<file path="config.mk">
export PLATFORM = sky130hd
export DESIGN_NAME = smgr_scan
export DESIGN_NICKNAME = d
export VERILOG_FILES = /design/src/rtl/smgr_pkg.sv /design/src/rtl/smgr_scan.sv
export VERILOG_INCLUDE_DIRS = /design/src /design/src/rtl
export SDC_FILE = /design/constraint.sdc
export NUM_CORES = 1
export LEC_CHECK = 0
export BUFFER_PORTS_ARGS = -buffer_cell sky130_fd_sc_hd__buf_4
export CAP_MARGIN = 0
export CORE_MARGIN = 3
export CORE_UTILIZATION = 30
export DETAILED_ROUTE_END_ITERATION = 7
export GPL_TIMING_DRIVEN = 0
export RECOVER_POWER = 100
export SETUP_SLACK_MARGIN = 0.05
export SYNTH_ARGS = -nofsm -noshare
export SYNTH_HDL_FRONTEND = slang
export SYNTH_SLANG_ARGS = --single-unit
export TNS_END_PERCENT = 100
</file>
<file path="constraint.sdc">
create_clock -name clk -period 5.9 [get_ports clk]
set_input_delay 0.885 -clock clk [delete_from_list [all_inputs] [get_ports clk]]
set_output_delay 0.885 -clock clk [all_outputs]
set_load 0.005 [all_outputs]
</file>
<file path="src/rtl/set_min_gap_and_range_tracker_macros.svh">
// Assertion macros shared by the set tracker RTL.
// Needs signals named clk and rst_n in the module that uses them.
`ifndef SET_MIN_GAP_AND_RANGE_TRACKER_MACROS_SVH
`define SET_MIN_GAP_AND_RANGE_TRACKER_MACROS_SVH
`ifndef SYNTHESIS
`define SMGR_ASSERT(label, cond) \
  label: assert property (@(posedge clk) disable iff (!rst_n) (cond)) \
    else $error("set tracker check failed");
`define SMGR_ASSERT_IMP(label, ante, cons) \
  label: assert property (@(posedge clk) disable iff (!rst_n) (ante) |=> (cons)) \
    else $error("set tracker check failed");
`else
`define SMGR_ASSERT(label, cond)
`define SMGR_ASSERT_IMP(label, ante, cons)
`endif
`endif

</file>
<file path="src/rtl/smgr_pkg.sv">
// Shared types and constants for the set tracker.
// No dependencies.
package smgr_pkg;

  localparam int VAL_W      = 32;
  localparam int CNT_W      = 11;
  localparam int CAP_W      = 11;
  localparam int CFG_ADDR_W = 3;
  localparam int CFG_DATA_W = 32;

  localparam logic [CAP_W-1:0]        CAP_RESET      = 11'd1024;
  localparam logic [VAL_W-1:0]        GAP_RESET      = 32'hFFFF_FFFF;
  localparam logic signed [VAL_W-1:0] SMALLEST_RESET = 32'sh7FFF_FFFF;
  localparam logic signed [VAL_W-1:0] LARGEST_RESET  = 32'sh8000_0000;

  localparam logic [0:0] REG_CAPACITY = 1'b0;

  typedef enum logic [1:0] {
    ST_INSERTED  = 2'd0,
    ST_DUPLICATE = 2'd1,
    ST_FULL      = 2'd2
  } status_t;

  typedef struct packed {
    logic             done;
    logic             dup;
    logic [VAL_W-1:0] gap;
  } scan_res_t;

endpackage

</file>
<file path="src/rtl/smgr_scan.sv">
// Scan unit: reads each stored entry at most once, stops early on a match and folds
// the smallest distance to the new value. Depends on smgr_pkg and the macros.
`include "set_min_gap_and_range_tracker_macros.svh"
module smgr_scan #(
  parameter int  MAX_ENTRIES = 1024,
  localparam int AW          = $clog2(MAX_ENTRIES),
  localparam int OCC_W       = $clog2(MAX_ENTRIES + 1)
) (
  input  logic                               clk,
  input  logic                               rst_n,
  input  logic                               start,
  input  logic signed [smgr_pkg::VAL_W-1:0]  start_value,
  input  logic [OCC_W-1:0]                   start_count,
  input  logic [smgr_pkg::VAL_W-1:0]         start_gap,
  output logic                               rd_en,
  output logic [AW-1:0]                      rd_addr,
  input  logic [smgr_pkg::VAL_W-1:0]         rd_data,
  output smgr_pkg::scan_res_t                res
);

  localparam int VW = smgr_pkg::VAL_W;

  logic                   busy_r;
  logic                   issuing_r;
  logic                   rd_vld_r;
  logic                   s2_vld_r;
  logic                   done_r;
  logic [OCC_W-1:0]       idx_r;
  logic [OCC_W-1:0]       count_r;
  logic signed [VW-1:0]   val_r;
  logic [VW-1:0]          gap_r;
  logic                   s2_eq_r;
  logic [VW-1:0]          s2_diff_r;
  logic                   dup_r;

  logic [OCC_W-1:0]       idx_nxt;
  logic [VW:0]            fwd;
  logic [VW:0]            rev;
  logic [VW-1:0]          diff;
  logic                   hit;
  logic                   finish;

  always_comb begin
    idx_nxt = idx_r + 1'b1;
    rd_en   = issuing_r;
    rd_addr = idx_r[AW-1:0];
    fwd     = {val_r[VW-1], val_r} - {rd_data[VW-1], rd_data};
    rev     = {rd_data[VW-1], rd_data} - {val_r[VW-1], val_r};
    diff    = fwd[VW] ? rev[VW-1:0] : fwd[VW-1:0];
    hit     = s2_vld_r && s2_eq_r;
    finish  = busy_r && (hit || (!issuing_r && !rd_vld_r && !s2_vld_r));
  end

  always_ff @(posedge clk) begin
    if (!rst_n) begin
      busy_r    <= 1'b0;
      issuing_r <= 1'b0;
      rd_vld_r  <= 1'b0;
      s2_vld_r  <= 1'b0;
      done_r    <= 1'b0;
    end else begin
      done_r <= finish;
      if (start) begin
        busy_r    <= 1'b1;
        issuing_r <= (start_count != '0);
        rd_vld_r  <= 1'b0;
        s2_vld_r  <= 1'b0;
      end else if (busy_r) begin
        if (hit || finish) begin
          busy_r    <= 1'b0;
          issuing_r <= 1'b0;
          rd_vld_r  <= 1'b0;
          s2_vld_r  <= 1'b0;
        end else begin
          issuing_r <= issuing_r && (idx_nxt != count_r);
          rd_vld_r  <= issuing_r;
          s2_vld_r  <= rd_vld_r;
        end
      end
    end
  end

  always_ff @(posedge clk) begin
    if (start) begin
      idx_r   <= '0;
      count_r <= start_count;
      val_r   <= start_value;
      gap_r   <= start_gap;
      dup_r   <= 1'b0;
    end else begin
      if (issuing_r) begin
        idx_r <= idx_nxt;
      end
      s2_eq_r   <= (rd_data == val_r);
      s2_diff_r <= diff;
      if (hit) begin
        dup_r <= 1'b1;
      end else if (s2_vld_r && (s2_diff_r < gap_r)) begin
        gap_r <= s2_diff_r;
      end
    end
  end

  assign res.done = done_r;
  assign res.dup  = dup_r;
  assign res.gap  = gap_r;

  `SMGR_ASSERT(a_rd_busy, !rd_en || busy_r)
  `SMGR_ASSERT(a_rd_range, !rd_en || (idx_r < count_r))
  `SMGR_ASSERT_IMP(a_start_no_done, start, !done_r && busy_r)

endmodule

</file>
# Yosys cells after proc, flatten, opt, wreduce, memory -nomap -nowiden
# Index checks and enable logic that the tools add are counted.
totals:
  input_bits: 110
  reg_bits: 125
classes:
  n_reduce_logical: 16
  n_addsub: 3
  muxes: 12
  eq_ne: 3
  magnitude_cmp: 1
  bitwise_logic: 1
op_table:
  columns: ["cell", "n"]
  rows:
  - ["2-to-1 mux 32 bit", 4]
  - ["subtractor 32 x 32 -> 33 bit", 1]
  - ["== test 32 bit", 1]
  - ["< comparator 32 bit", 1]
  - ["subtractor 32 bit", 1]
  - ["adder 11 x 1 -> 11 bit, second input constant", 1]
  - ["!= test 11 bit", 1]
  - ["nonzero test 11 bit", 1]
  - ["2-to-1 mux 1 bit", 8]
  - ["logical AND 1 bit", 6]
  - ["nonzero test 2 bit", 2]
  - ["logical NOT 1 bit", 3]
  - ["logical OR 1 bit", 2]
  - ["!= test 2 bit, second input constant", 1]
  - ["AND reduction 2 bit", 1]
  - ["OR reduction 2 bit", 1]
  - ["inverter 1 bit", 1]

# Longest topological paths before layout
logic_depth:
  ltp_word: 9
  depth_mapped: 13
  depth_no_buf: 12

# Worst setup path after synthesis
# OpenSTA, ideal clock, no wires.
synth_path:
  path_kind: "input to register"
  from: "input rd_data[0] (netlist name)"
  to: "register s2_diff_r[29], data pin"
  setup_time_ns: 0.261
  setup_slack_ns: 2.471
  cell_stages: 11
  t_arrival_ns: 3.167
  cell_sequence: "ha_1 -> fa_1 -> nand3b_2 -> a21oi_2 -> nor3_4 -> o31ai_2 -> a211o_1 -> buf_6 -> mux2i_1 -> o22ai_2 -> xor2_1"
synth_via:
  elab_chain_cells: 2
  elab_cells_between_ends: 3
  cone_classes: "add/sub: 2; mux: 1"
synth_rtl:
  columns: ["element", "line_no", "source"]
  rows:
  - ["start, declared", "smgr_scan.sv:17", "input logic [smgr_pkg::VAL_W-1:0] rd_data,"]
  - ["subtractor 32 x 32 -> 33 bit or subtractor 32 bit (tied branches)", "smgr_scan.sv:47, smgr_scan.sv:48", null]
  - ["2-to-1 mux 32 bit *", "smgr_scan.sv:49", "diff = fwd[VW] ? rev[VW-1:0] : fwd[VW-1:0];"]
  - ["net diff[29]", "smgr_scan.sv:39", "logic [VW-1:0] diff;"]
  - ["end signal, assigned", "smgr_scan.sv:95", "s2_diff_r <= diff;"]
  - ["end, declared", "smgr_scan.sv:33", "logic [VW-1:0] s2_diff_r;"]
# Mark *: on every way through the listed nets, which the timed path passes. The rest lies on a longest branch.
# A chain may end at the register's enable or synchronous reset.

# Worst setup path after layout
layout_path:
  from: "input rd_data[0] (netlist name)"
  to: "register s2_diff_r[18], data pin"
# Same word-level chain as after synthesis.

==> impl_metrics.json <==
{
  "slew_viol_final": 33,
  "grt_pass1_vias": 7317,
  "relSlewSlack_pct": -13.27,
  "synth_largest_area_cell": "edfxtp_1",
  "synth_fp_nets": 1146,
  "worstPathCellList": "clkbuf_4, ha_1, fa_1, nand3b_2, a21oi_1, nor3_4, o31ai_1, a211o_1, clkbuf_1, clkbuf_1, a22oi_1, xor2_1",
  "power.leakage_uw": 0.005079,
  "synthCells": 939,
  "period_minus_slack_ps": 4625,
  "drive_above_1_share_pct": 22.67,
  "cap_violations": 1,
  "ant_nets": 0,
  "start_kind": "input pin",
  "peakVddDrop_mv": 0.1832,
  "crit_fanout": 10,
  "area_growth_pct": 21.97,
  "n_antenna_cell": 0,
  "postLayoutCellArea_um2": 11360,
  "layout.nets": 1319,
  "worstSetupPathType": "in -> reg",
  "drt_iter0_markers": 429,
  "slowest_stage": "clkbuf_1",
  "fmax_ghz": 0.2162,
  "h-tree-depth": 4,
  "crit_path_end_kind": "flip-flop",
  "vias": 7431,
  "synth_top_area_share_pct": 34.82,
  "arrival_ps": 4780,
  "floorplan.rows": 63,
  "finalHoldViolCount": 0,
  "cts_sinks": 125,
  "clockBufferDepth": 2,
  "insertion_delay_ps": 430,
  "finClkSkew_ps": 12.90,
  "min_path_type": "reg -> reg",
  "crit_top_cell": "clkbuf_1",
  "cts_tree": "yes",
  "path_clk_slew_ps": 70,
  "wl_um": 25150,
  "ys.flop_type": "edfxtp_1",
  "grt_pass1_wl_um": 39550,
  "io_pins": 155,
  "cts_buffers": 17,
  "initial_core_util_pct": 30.94,
  "period_share_pct": 78.39,
  "setup_tns_ps": 0,
  "worst_pin_slew_ps": 1699,
  "yosys_warnings": 0,
  "rsz0062_at_grt": "false",
  "antenna_found_initial": 0,
  "dp_hpwl_um": 20160,
  "overflow": 0,
  "die_w_um": 182.2,
  "routabilityCongestion": 0.9316,
  "synth-edff-count": 108,
  "cts_setup_buffers": 0,
  "max_stage_delay_ps": 620,
  "drt_pass1_iterations": 5,
  "powerDensity_nw_per_um2": 272.9,
  "core-area_um2": 30110,
  "ctsResizeCount": 0,
  "die-area_um2": 33200,
  "routedWlPerCell_um": 16.60,
  "synth_seq_cells": 125,
  "setup_ws_ps": 1275,
  "status": "finished with violations",
  "grtUsageTotal_pct": 15.11,
  "die_h_um": 182.2,
  "pre_cts_ws_ps": 1778,
  "grt_start_max_net_pins": 47,
  "cts_hold_buf": 0,
  "fin_util_pct": 37.73,
  "avgSynthCellArea_um2": 9.920,
  "synthTopCellsByArea": "edfxtp_1 35%, ha_1 13%, inv_1 4.4%",
  "cp_top_family": "compound AO/OA/AOI/OAI gates",
  "crit_required_ps": 6050,
  "synth-async-reset-ratio_pct": 0,
  "drc": 0,
  "synth_cell_type_count": 74,
  "dpl_cell_area_um2": 10960,
  "synth_area_um2": 9315,
  "setup_viol": 0,
  "fillCellCount": 3090,
  "cp_num_buf_inv": 3,
  "ys_seq_area_share_pct": 38.47,
  "viasPerCell": 4.905,
  "io_buffers": 154,
  "violations": "max-capacitance violations, max-slew violations",
  "cts_root_buf": "clkbuf_16"
}
layout by cell type (no fill, tap or decap), types with 7 or more instances in the layout:
| cell | instances |
|---|---|
| nand2_1 | 50 |
| a211oi_1 | 9 |
| o31ai_1 | 8 |
| xor2_1 | 30 |
| nor4_1 | 8 |
| dfxtp_1 | 17 |
| mux2_2 | 33 |
| nand3_1 | 18 |
| buf_4 | 79 |
| clkbuf_4 | 67 |
| clkbuf_1 | 39 |
| inv_1 | 110 |
| ha_1 | 95 |
| nor2b_1 | 9 |
| edfxtp_1 | 108 |
| and3_1 | 7 |
| o21ai_0 | 36 |
| buf_2 | 16 |
| o21bai_1 | 10 |
| xnor2_1 | 23 |
| nand4_1 | 23 |
| nor2_1 | 61 |
| nor3_1 | 9 |
| a21oi_1 | 75 |
| a21o_1 | 45 |
| clkbuf_16 | 17 |
| mux2i_1 | 12 |
where the power goes:
part           switching, µW  total (µW)  leakage (µW)  internal [µW]
Clock                    480        1040      0.000285            561
Combinational            504         897       0.00360            393
Sequential              61.7        1160       0.00120           1100
kinds of logic (layout without fill, tap and decap cells):
| group | count (synthesis) | after routing | share of synthesized area [%] |
|---|---|---|---|
| XOR/XNOR | 53 | 53 | 4.983 |
| multiplexers | 45 | 45 | 5.279 |
| flip-flops | 125 | 125 | 38.47 |
| buffers and inverters | 163 | 349 | 8.220 |
| adder cells (fa/ha/maj) | 97 | 97 | 13.19 |
| AND/OR/NAND/NOR | 214 | 214 | 11.85 |
| AO/OA/AOI/OAI | 242 | 242 | 18.01 |
cell usage after synthesis (all sizes together) (3+ instances only):
cell and instances:
a211oi 11, mux2i 12, xnor2 23, nor4 10
nor2b 9, inv 110, o21bai 10, ha 95
clkbuf 8, buf 45, nor2 61, o31ai 9
a31oi 6, a2111oi 6, a2bb2oi 3, nand4 24
o211ai 4, a21oi 80, xor2 30, a21o 45
nand3 18, o21ai 39, or3 4, or2 3
nor3 10, mux2 33, a21boi 3, dfxtp 17
nand3b 3, and3 7, o22ai 4, nand2b 5
edfxtp 108, o21a 5, nand2 52
per-stage QoR:
| stage | hold WS (ps) | total power, µW | std cells |
|---|---|---|---|
| 6_report | 471.6 | 3101 | 1515 |
| 5_1_grt | 511.8 | 3289 | 1515 |
| 4_1_cts | 476.1 | 3162 | 1515 |
| 3_5_place_dp | 466.0 | 2111 | 1483 |
| 3_3_place_gp | 453.0 | 2098 | 1483 |
| 2_1_floorplan | 438.0 | 1790 | 939 |
sequential cells by signal, summed over array words and instances (netlist names):
register   flops
s2_vld_r       1
dup_r          1
s2_eq_r        1
s2_diff_r     32
busy_r         1
rd_en          1
rd_vld_r       1
done_r         1
val_r         32
count_r       11
gap_r         32
idx_r         11
worst paths after layout:
path	start	endpoint	slack (ps)	depth (start not counted)
max	rd_data[0]	s2_diff_r[18]	1280	12
min	rd_vld_r	rd_vld_r	470	2
max reg2reg	val_r[0]	s2_diff_r[18]	1480	12
min reg2reg	rd_vld_r	rd_vld_r	470	2
worst min-delay path, delay by kind of cell (launching register included):
family	cells	cell delay, ps
compound gates	1	50
simple gates	1	60
flops	1	320
area by class of cell:
cell class	count	area [µm²]	share of cell area, %
Sequential cell	125	3583	31.54
Clock inverter	15	141.4	1.244
Tap cell	390	488.0	4.295
Buffer	53	320.3	2.819
Multi-Input combinational cell	651	4921	43.31
Timing Repair Buffer	154	1070	9.415
Clock buffer	17	425.4	3.744
Inverter	110	412.9	3.634
layer usage:
layer	part of all wire (%)	wire, µm	track usage, %	vias to the layer above
met3	6.0	1511	2.990	25
li1	-	-	-	3706
met1	47	11890	21.17	3467
met2	45	11320	23.60	233
met5	0	0	0	-
met4	1.7	431	4.601	0
Power figures use the tool's default switching activity.
